`src/dipm_pkg.sv`:
```
// types and constants shared by the dual wheel pi motor drive
package dipm_pkg;

  localparam logic [15:0] PROP_GAIN_RST      = 16'd0;
  localparam logic [15:0] INTEG_GAIN_RST     = 16'd0;
  localparam logic [14:0] DRIVE_LIMIT_RST    = 15'd6000;
  localparam logic [14:0] DEAD_BAND_RST      = 15'd3600;
  localparam logic [15:0] ENCODER_OFFSET_RST = 16'd10000;
  localparam logic [15:0] STEER_CENTER_RST   = 16'd2800;
  localparam logic [14:0] STEER_SPAN_RST     = 15'd2000;

  // width of prop and integ products added together
  localparam int STEP_W = 37;

  typedef enum logic [2:0] {
    CFG_PROP_GAIN      = 3'd0,
    CFG_INTEG_GAIN     = 3'd1,
    CFG_DRIVE_LIMIT    = 3'd2,
    CFG_DEAD_BAND      = 3'd3,
    CFG_ENCODER_OFFSET = 3'd4,
    CFG_STEER_CENTER   = 3'd5,
    CFG_STEER_SPAN     = 3'd6
  } cfg_idx_e;

  typedef struct packed {
    logic [15:0] prop_gain;
    logic [15:0] integ_gain;
    logic [14:0] drive_limit;
    logic [14:0] dead_band;
    logic [15:0] encoder_offset;
    logic [15:0] steer_center;
    logic [14:0] steer_span;
  } cfg_t;

  typedef struct packed {
    logic acc1;
    logic mv2;
    logic mv3;
    logic mv4;
  } pipe_ctl_t;

endpackage

```
`src/dipm_cfg.sv`:
```
// configuration register file
module dipm_cfg (
  input  logic                 clk_i,
  input  logic                 rst_ni,
  input  logic                 cfg_valid_i,
  output logic                 cfg_ready_o,
  input  dipm_pkg::cfg_idx_e   cfg_index_i,
  input  logic [15:0]          cfg_data_i,
  output dipm_pkg::cfg_t       cfg_o
);
  import dipm_pkg::*;

  cfg_t cfg_q, cfg_d;

  assign cfg_ready_o = 1'b1;
  assign cfg_o       = cfg_q;

  always_comb begin
    cfg_d = cfg_q;
    if (cfg_valid_i) begin
      case (cfg_index_i)
        CFG_PROP_GAIN:      cfg_d.prop_gain      = cfg_data_i;
        CFG_INTEG_GAIN:     cfg_d.integ_gain     = cfg_data_i;
        CFG_DRIVE_LIMIT:    cfg_d.drive_limit    = cfg_data_i[14:0];
        CFG_DEAD_BAND:      cfg_d.dead_band      = cfg_data_i[14:0];
        CFG_ENCODER_OFFSET: cfg_d.encoder_offset = cfg_data_i;
        CFG_STEER_CENTER:   cfg_d.steer_center   = cfg_data_i;
        CFG_STEER_SPAN:     cfg_d.steer_span     = cfg_data_i[14:0];
        default:            cfg_d = cfg_q;
      endcase
    end
  end

  always_ff @(posedge clk_i or negedge rst_ni) begin
    if (!rst_ni) begin
      cfg_q.prop_gain      <= PROP_GAIN_RST;
      cfg_q.integ_gain     <= INTEG_GAIN_RST;
      cfg_q.drive_limit    <= DRIVE_LIMIT_RST;
      cfg_q.dead_band      <= DEAD_BAND_RST;
      cfg_q.encoder_offset <= ENCODER_OFFSET_RST;
      cfg_q.steer_center   <= STEER_CENTER_RST;
      cfg_q.steer_span     <= STEER_SPAN_RST;
    end else begin
      cfg_q <= cfg_d;
    end
  end

endmodule

```
`src/dipm_lane.sv`:
```
// one wheel lane: error, products and saturating accumulator
module dipm_lane #(
  parameter int ACCUM_BITS = 32
) (
  input  logic                          clk_i,
  input  logic                          rst_ni,
  input  dipm_pkg::pipe_ctl_t           ctl_i,
  input  dipm_pkg::cfg_t                cfg_i,
  input  logic signed [15:0]            goal_i,
  input  logic signed [16:0]            speed_i,
  output logic signed [ACCUM_BITS-1:0]  accum_o
);
  import dipm_pkg::*;

  localparam int SUM_W = ((ACCUM_BITS > STEP_W) ? ACCUM_BITS : STEP_W) + 1;
  localparam int HI_W  = SUM_W - ACCUM_BITS + 1;

  logic signed [17:0]           err_d, err_q, prev_q;
  logic signed [18:0]           diff_d, diff_q;
  logic signed [35:0]           pprod_d, pprod_q;
  logic signed [34:0]           iprod_d, iprod_q;
  logic signed [SUM_W-1:0]      sum_w;
  logic [HI_W-1:0]              hi_bits;
  logic                         in_range;
  logic signed [ACCUM_BITS-1:0] accum_d, accum_q;

  assign err_d   = 18'(goal_i) - 18'(speed_i);
  assign diff_d  = 19'(err_d) - 19'(prev_q);
  assign pprod_d = $signed({1'b0, cfg_i.prop_gain}) * diff_q;
  assign iprod_d = $signed({1'b0, cfg_i.integ_gain}) * err_q;

  assign sum_w    = SUM_W'(accum_q) + SUM_W'(pprod_q) + SUM_W'(iprod_q);
  assign hi_bits  = sum_w[SUM_W-1:ACCUM_BITS-1];
  assign in_range = (&hi_bits) || (~|hi_bits);

  always_comb begin
    if (in_range) begin
      accum_d = sum_w[ACCUM_BITS-1:0];
    end else if (sum_w[SUM_W-1]) begin
      accum_d = {1'b1, {(ACCUM_BITS-1){1'b0}}};
    end else begin
      accum_d = {1'b0, {(ACCUM_BITS-1){1'b1}}};
    end
  end

  assign accum_o = accum_q;

  always_ff @(posedge clk_i or negedge rst_ni) begin
    if (!rst_ni) begin
      prev_q  <= '0;
      accum_q <= '0;
    end else begin
      if (ctl_i.acc1) begin
        prev_q <= err_d;
      end
      if (ctl_i.mv3) begin
        accum_q <= accum_d;
      end
    end
  end

  always_ff @(posedge clk_i) begin
    if (ctl_i.acc1) begin
      err_q  <= err_d;
      diff_q <= diff_d;
    end
    if (ctl_i.mv2) begin
      pprod_q <= pprod_d;
      iprod_q <= iprod_d;
    end
  end

endmodule

```
`src/dipm_merge.sv`:
```
// merge stage: drive clamp and deadband, steering clamp, output register
module dipm_merge #(
  parameter int ACCUM_BITS = 32
) (
  input  logic                          clk_i,
  input  logic                          rst_ni,
  input  dipm_pkg::pipe_ctl_t           ctl_i,
  input  dipm_pkg::cfg_t                cfg_i,
  input  logic signed [16:0]            left_vel_i,
  input  logic signed [16:0]            right_vel_i,
  input  logic [15:0]                   steer_request_i,
  input  logic signed [ACCUM_BITS-1:0]  left_accum_i,
  input  logic signed [ACCUM_BITS-1:0]  right_accum_i,
  input  logic                          out_stall_i,
  output logic                          out_valid_o,
  output logic signed [15:0]            left_drive_o,
  output logic signed [15:0]            right_drive_o,
  output logic [15:0]                   steer_drive_o,
  output logic signed [16:0]            left_vel_o,
  output logic signed [16:0]            right_vel_o
);
  import dipm_pkg::*;

  function automatic logic signed [15:0] drive_clamp(
    input logic signed [ACCUM_BITS-1:0] acc,
    input logic [14:0]                  lim,
    input logic [14:0]                  db
  );
    logic signed [ACCUM_BITS-1:0] lim_w;
    logic signed [16:0]           d;
    logic signed [16:0]           db_w;
    lim_w = $signed(ACCUM_BITS'(lim));
    db_w  = $signed({2'b00, db});
    if (acc > lim_w) begin
      d = $signed({2'b00, lim});
    end else if (acc < -lim_w) begin
      d = -$signed({2'b00, lim});
    end else begin
      d = $signed(acc[16:0]);
    end
    if (d > -db_w && d < db_w) begin
      d = '0;
    end
    return d[15:0];
  endfunction

  logic signed [17:0] lo_w, hi_w, req_w;
  logic [15:0]        steer_d;
  logic [15:0]        steer1_q, steer2_q, steer3_q;
  logic signed [16:0] lspd1_q, lspd2_q, lspd3_q;
  logic signed [16:0] rspd1_q, rspd2_q, rspd3_q;
  logic               out_valid_d, out_valid_q;

  assign lo_w  = $signed({2'b00, cfg_i.steer_center}) - $signed({3'b000, cfg_i.steer_span});
  assign hi_w  = $signed({2'b00, cfg_i.steer_center}) + $signed({3'b000, cfg_i.steer_span});
  assign req_w = $signed({2'b00, steer_request_i});

  always_comb begin
    steer_d = steer_request_i;
    if (req_w < lo_w) begin
      steer_d = lo_w[15:0];
    end
    if (req_w > hi_w) begin
      steer_d = hi_w[15:0];
    end
  end

  always_comb begin
    out_valid_d = out_valid_q;
    if (ctl_i.mv4) begin
      out_valid_d = 1'b1;
    end else if (!out_stall_i) begin
      out_valid_d = 1'b0;
    end
  end

  always_ff @(posedge clk_i or negedge rst_ni) begin
    if (!rst_ni) begin
      out_valid_q <= 1'b0;
    end else begin
      out_valid_q <= out_valid_d;
    end
  end

  always_ff @(posedge clk_i) begin
    if (ctl_i.acc1) begin
      steer1_q <= steer_d;
      lspd1_q  <= left_vel_i;
      rspd1_q  <= right_vel_i;
    end
    if (ctl_i.mv2) begin
      steer2_q <= steer1_q;
      lspd2_q  <= lspd1_q;
      rspd2_q  <= rspd1_q;
    end
    if (ctl_i.mv3) begin
      steer3_q <= steer2_q;
      lspd3_q  <= lspd2_q;
      rspd3_q  <= rspd2_q;
    end
    if (ctl_i.mv4) begin
      left_drive_o  <= drive_clamp(left_accum_i, cfg_i.drive_limit, cfg_i.dead_band);
      right_drive_o <= drive_clamp(right_accum_i, cfg_i.drive_limit, cfg_i.dead_band);
      steer_drive_o <= steer3_q;
      left_vel_o    <= lspd3_q;
      right_vel_o   <= rspd3_q;
    end
  end

  assign out_valid_o = out_valid_q;

endmodule

```
`src/dual_incremental_pi_motor_drive.sv`:
```
// top level: dual wheel incremental pi motor drive
// path: error, product and accumulator registers, then the output register
// throughput: one transaction per cycle while unstalled, set by the per-lane
// accumulator loop; stages advance alone so bubbles collapse under output stall
// reset: asynchronous active low; clears accumulators, previous errors, valids
// and loads the configuration defaults
module dual_incremental_pi_motor_drive #(
  parameter int ACCUM_BITS = 32
) (
  input  logic                 clk_i,
  input  logic                 rst_ni,
  input  logic                 cfg_valid_i,
  output logic                 cfg_ready_o,
  input  dipm_pkg::cfg_idx_e   cfg_index_i,
  input  logic [15:0]          cfg_data_i,
  input  logic                 in_valid_i,
  output logic                 in_stall_o,
  input  logic [15:0]          right_count_i,
  input  logic [15:0]          left_count_i,
  input  logic signed [15:0]   right_goal_i,
  input  logic signed [15:0]   left_goal_i,
  input  logic [15:0]          steer_request_i,
  output logic                 out_valid_o,
  input  logic                 out_stall_i,
  output logic signed [15:0]   left_drive_o,
  output logic signed [15:0]   right_drive_o,
  output logic [15:0]          steer_drive_o,
  output logic signed [16:0]   left_vel_o,
  output logic signed [16:0]   right_vel_o
);
  import dipm_pkg::*;

  cfg_t                         cfg;
  pipe_ctl_t                    ctl;
  logic                         v1_q, v2_q, v3_q;
  logic                         rdy1, rdy2, rdy3, out_free;
  logic signed [16:0]           lspeed, rspeed;
  logic signed [ACCUM_BITS-1:0] lacc, racc;

  assign out_free = !out_valid_o || !out_stall_i;
  assign rdy3     = !v3_q || out_free;
  assign rdy2     = !v2_q || rdy3;
  assign rdy1     = !v1_q || rdy2;

  assign in_stall_o = !rdy1;
  assign ctl.acc1   = in_valid_i && rdy1;
  assign ctl.mv2    = v1_q && rdy2;
  assign ctl.mv3    = v2_q && rdy3;
  assign ctl.mv4    = v3_q && out_free;

  always_ff @(posedge clk_i or negedge rst_ni) begin
    if (!rst_ni) begin
      v1_q <= 1'b0;
      v2_q <= 1'b0;
      v3_q <= 1'b0;
    end else begin
      if (rdy1) begin
        v1_q <= in_valid_i;
      end
      if (rdy2) begin
        v2_q <= v1_q;
      end
      if (rdy3) begin
        v3_q <= v2_q;
      end
    end
  end

  assign rspeed = $signed({1'b0, right_count_i}) - $signed({1'b0, cfg.encoder_offset});
  assign lspeed = $signed({1'b0, cfg.encoder_offset}) - $signed({1'b0, left_count_i});

  dipm_cfg u_cfg (
    .clk_i       (clk_i),
    .rst_ni      (rst_ni),
    .cfg_valid_i (cfg_valid_i),
    .cfg_ready_o (cfg_ready_o),
    .cfg_index_i (cfg_index_i),
    .cfg_data_i  (cfg_data_i),
    .cfg_o       (cfg)
  );

  dipm_lane #(.ACCUM_BITS(ACCUM_BITS)) u_lane_left (
    .clk_i   (clk_i),
    .rst_ni  (rst_ni),
    .ctl_i   (ctl),
    .cfg_i   (cfg),
    .goal_i  (left_goal_i),
    .speed_i (lspeed),
    .accum_o (lacc)
  );

  dipm_lane #(.ACCUM_BITS(ACCUM_BITS)) u_lane_right (
    .clk_i   (clk_i),
    .rst_ni  (rst_ni),
    .ctl_i   (ctl),
    .cfg_i   (cfg),
    .goal_i  (right_goal_i),
    .speed_i (rspeed),
    .accum_o (racc)
  );

  dipm_merge #(.ACCUM_BITS(ACCUM_BITS)) u_merge (
    .clk_i           (clk_i),
    .rst_ni          (rst_ni),
    .ctl_i           (ctl),
    .cfg_i           (cfg),
    .left_vel_i      (lspeed),
    .right_vel_i     (rspeed),
    .steer_request_i (steer_request_i),
    .left_accum_i    (lacc),
    .right_accum_i   (racc),
    .out_stall_i     (out_stall_i),
    .out_valid_o     (out_valid_o),
    .left_drive_o    (left_drive_o),
    .right_drive_o   (right_drive_o),
    .steer_drive_o   (steer_drive_o),
    .left_vel_o      (left_vel_o),
    .right_vel_o     (right_vel_o)
  );

endmodule

```
`config.mk`:
```
export PLATFORM = sky130hd
export DESIGN_NAME = dual_incremental_pi_motor_drive
export DESIGN_NICKNAME = d
export VERILOG_FILES = /design/src/dipm_pkg.sv /design/src/dipm_cfg.sv /design/src/dipm_lane.sv /design/src/dipm_merge.sv /design/src/dual_incremental_pi_motor_drive.sv
export SDC_FILE = /design/constraint.sdc
export NUM_CORES = 2
export LEC_CHECK = 0
export BUFFER_PORTS_ARGS = -buffer_cell sky130_fd_sc_hd__buf_4
export CORE_ASPECT_RATIO = 1.1
export CORE_MARGIN = 1
export CORE_UTILIZATION = 45
export CTS_CLUSTER_DIAMETER = 150
export DETAILED_ROUTE_END_ITERATION = 10
export PLACE_DENSITY = 0.65
export SYNTH_ARGS = -nofsm -noshare
export SYNTH_HDL_FRONTEND = slang
export SYNTH_SLANG_ARGS = --single-unit
export TNS_END_PERCENT = 100
```
`constraint.sdc`:
```
create_clock -name clk_i -period 8.5 [get_ports clk_i]
set_input_delay 0.85 -clock clk_i [delete_from_list [all_inputs] [get_ports clk_i]]
set_output_delay 0.85 -clock clk_i [all_outputs]
set_load 0.05 [all_outputs]
```
==> summary.md <==
| Metric | Value |
|---|---|
| Critical R2R Launch | u_cfg.cfg_o[79] |
| Commonest register cell after synthesis | edfxtp_1 |
| CP Max Fanout | 21 |
| Ys async rst share | 0.322 |
| CTS tree | built |
| Most frequent cells in the layout | inv_1 (1822), fa_1 (1282), nand2_1 (973) |
| Via count | between 50000 and 60000 |
| Fin area | between 90000 and 100000 µm² |
| Post-Syn Area | roughly 84000 µm² |
| Nets | between 10000 and 15000 |
| First-pass GRT wire length | roughly 360000 µm |
| # rows | between 150 and 200 |
| # hold bufs at CTS | 0 |
| Worst-path clk slew | about 0.06 ns |
| # resized after CTS | 0 |
| Launching element type of the critical path | flip-flop |
| Clk_skew | between 0.05 and 0.06 ns |
| Min-delay worst type | primary input to async pin |
| Kind of critical path | flip-flop to flip-flop |
| Largest stage delay, worst path | 0.95 ns |
| Critical Path, Cell by Cell | buf_4 > nand2_1 > fa_1 > inv_1 > fa_1 > fa_1 > inv_1 > fa_1 > fa_1 > inv_1 > fa_1 > ha_1 > and3_1 > nand3_1 > a211o_1 > a311oi_1 > o21ai_0 > a211oi_1 > a211oi_1 > o21bai_1 > a221oi_1 > xnor2_1 |
| Setup crit end kind | flip-flop |
| Final ANT Viol Nets | 0 |
| Global route overflow | 0 |
| RSZ-0062 raised after global routing | false |
| Peak Freq | ~0.13 GHz |
| Die height | approximately 450 µm |
| Postcts setup bufs | 0 |
| Dpl ws | between 0.6 and 0.7 ns |
| Die area | roughly 190000 µm² |
| Clk_lat worst skew | 0.74 ns |
| Commonest non-fill, non-tap cell in the layout | inv_1 |
| Area of the multi-input gates | around 57000 µm² |
| Initial antenna violation count | 13 |
| EDFF count, synth | 448 |
| Data arrival time of the worst path | roughly 8.5 ns |
| Crit share post-route | 0.939 |
| H-tree depth | 3 |
| Fillers | between 15000 and 20000 |
| Pins Over Slew Limit | 0 |
| Slowest cell on crit path | dfrtp_1 |
| Reg2reg end | u_lane_left.iprod_q[33] |
| Drt drc | 0 |
| Share of layout cells above drive strength 1 | 0.0734 |
| Largest net degree at the start of global routing | 140 |
| Total number of yosys warnings | 0 |
| Syn_nets | 10600 |
| Port Buf Inserts | around 190 |
| Routed length per instance | between 20 and 25 µm |
| Placed insts | 10900 |
| Vias/cell | 5.40 |
| Post-Route WL | 232000 µm |
| Clk sinks | between 600 and 700 |
| Vias in the first global route | ~63000 |
| Placement Cell Area | just under 90000 µm² |
| Worst Setup SP | u_cfg.cfg_o[79] |
| R2R setup slack | 0.52 ns |
| Cells after Synth | between 8000 and 9000 |
| Flops & latches, synth | around 660 |
| Register area share after synthesis | 0.225 |
| Core area | between 150000 and 200000 µm² |
| Final setup fails | 0 |
| I/O pin count | ~190 |
| Root Driver | clkbuf_16 |
| Final worst setup slack | ~0.52 ns |
| Total track usage | 0.254 |
| Min Tclk post-route | roughly 8.0 ns |
| Netlist cell types | 95 |
| Die width | 413 µm |
| Post-DP HPWL | about 190000 µm |
| Required time of the critical path | roughly 9 ns |
| First drt pass iteration count | 6 |
| Outcome | finished, final reports clean |
| Critical Path End | u_lane_left.iprod_q[33] |
| Least-Margin Pin Slew | around 1.1 ns |
| Slew HR | 0.287 |
| Iter 0 DRT Violations | between 4000 and 5000 |
| Area Overhead vs Synth | 8.62% |
| Final non-filler cell total | between 10000 and 15000 |
| R2R cell count | 22 |
| Final hold vios | 0 |
| Routability-driven placement congestion ratio | roughly 0.94 |
| Initial core utilization | 0.454 |
| Sequential Area | about 19000 µm² |
| Maxcap violations | 0 |
| Mapped Avg Cell Area | a little under 10 µm² |
| Crit path top cell by count | fa_1 |
| Setup total negative slack | 0 ns |
| CTS buffer count | 84 |
| Clock Path Buffers | 3 |
## synth_stat cells (9+ instances only)
cell type     n  area share
inv_1      1823       0.082
fa_1       1282        0.31
nand2_1     973       0.044
ha_1        748        0.11
edfxtp_1    448        0.16
and2_1      428       0.032
a21oi_1     309       0.019
clkbuf_1    264       0.012
xnor2_1     251       0.026
nor2_1      248       0.011
o21ai_0     231       0.014
dfrtp_1     185       0.055
a21o_1      139       0.012
mux2_2       96       0.013
nor3_1       95      0.0057
o21a_1       75      0.0067
xor2_1       75      0.0079
nand3_1      60      0.0036
nor2b_1      54      0.0040
nand2b_1     46      0.0034
nand4_1      44      0.0033
a211oi_1     41      0.0037
o21bai_1     38      0.0034
a221o_1      37      0.0044
o22ai_1      32      0.0024
or3_1        30      0.0022
and3_1       29      0.0022
dfstp_2      28      0.0088
mux2i_1      22      0.0026
or2_2        22      0.0016
nor4_1       21      0.0016
a31oi_1      20      0.0015
o2111ai_1    18      0.0019
a21boi_0     17      0.0015
o31ai_1      16      0.0014
o41ai_1      15      0.0016
a211o_1      13      0.0014
buf_2        12     0.00072
a221oi_1     10      0.0010
o211a_1      10      0.0012
o31a_1       10      0.0010
o211ai_1      9     0.00081
## flip-flops by register name, indices dropped and copies added (netlist names), 17 cells and up
name,cells
u_merge.lspd2_q,17
u_lane_left.iprod_q,35
u_lane_right.prev_q,18
u_lane_right.iprod_q,35
u_merge.right_vel_o,17
u_merge.lspd3_q,17
u_lane_left.accum_o,32
u_merge.rspd1_q,17
u_merge.left_vel_o,17
u_lane_left.diff_q,19
u_merge.rspd2_q,17
u_lane_right.accum_o,32
u_cfg.cfg_o,109
u_merge.rspd3_q,17
u_merge.lspd1_q,17
u_lane_left.prev_q,18
u_lane_right.diff_q,19
u_lane_left.pprod_q,36
u_lane_right.err_q,18
u_lane_right.pprod_q,36
u_lane_left.err_q,18
## worst max-delay path, delay by kind of cell, from the launching register on
family | cells | cell delay (ns)
xor+xnor | 1 | 0.15
compound gates | 7 | 2.44
flops | 1 | 0.95
fa+ha+maj | 7 | 3.36
buf+inv | 4 | 0.45
simple gates | 3 | 0.41
## through the flow
step                hold WS (ns)  utilization
finish                    0.0676        0.493
global route               0.110        0.493
CTS                       0.0750        0.493
detailed placement         0.405        0.476
global placement           0.401        0.476
floorplan                  0.400            -
## area by class of cell
class | instances | area share
Multi-Input combinational cell | 5702 | 0.626
Sequential cell | 661 | 0.207
Inverter | 1824 | 0.0756
Tap cell | 2421 | 0.0334
Timing Repair Buffer | 292 | 0.0248
Clock buffer | 100 | 0.0245
Clock inverter | 58 | 0.00839
Antenna cell | 5 | 0.000138
## cells by family (layout without fill, tap and decap cells)
family / count (synthesis) / count (layout) / synth area share
xor gates and xnor gates: 328 / 328 / 0.0346
adders and majority gates: 2030 / 2030 / 0.419
AOI/OAI and AO/OA: 1128 / 1128 / 0.0897
other: 1 / 6 / 0.0000449
muxes: 118 / 118 / 0.0156
DFF: 661 / 661 / 0.225
and+or+nand+nor: 2097 / 2097 / 0.120
buffers and inverters: 2115 / 2274 / 0.0959
## per-layer routing
layer / vias up / track usage / wire [µm]
met5: - / 0 / 22
met4: 4 / 0.120 / 12400
met3: 408 / 0.0479 / 16000
met2: 1846 / 0.422 / 110000
met1: 30400 / 0.319 / 93600
li1: 27100 / - / -
## worst min path at each step
stage / startpoint / end / slack [ns]
5_1_grt: rst_ni / u_cfg.cfg_o[13] / 0.11
3_5_place_dp: u_merge.lspd3_q[13] / u_merge.left_vel_o[13] / 0.40
6_report: rst_ni / u_cfg.cfg_o[14] / 0.07
3_3_place_gp: u_merge.steer1_q[14] / u_merge.steer2_q[14] / 0.40
4_1_cts: rst_ni / u_cfg.cfg_o[14] / 0.07
2_1_floorplan: u_merge.lspd3_q[0] / u_merge.left_vel_o[0] / 0.40
Power is left out: the tool's default activity adds up to more than one toggle a clock period on the data nets, which glitch-free logic cannot reach.
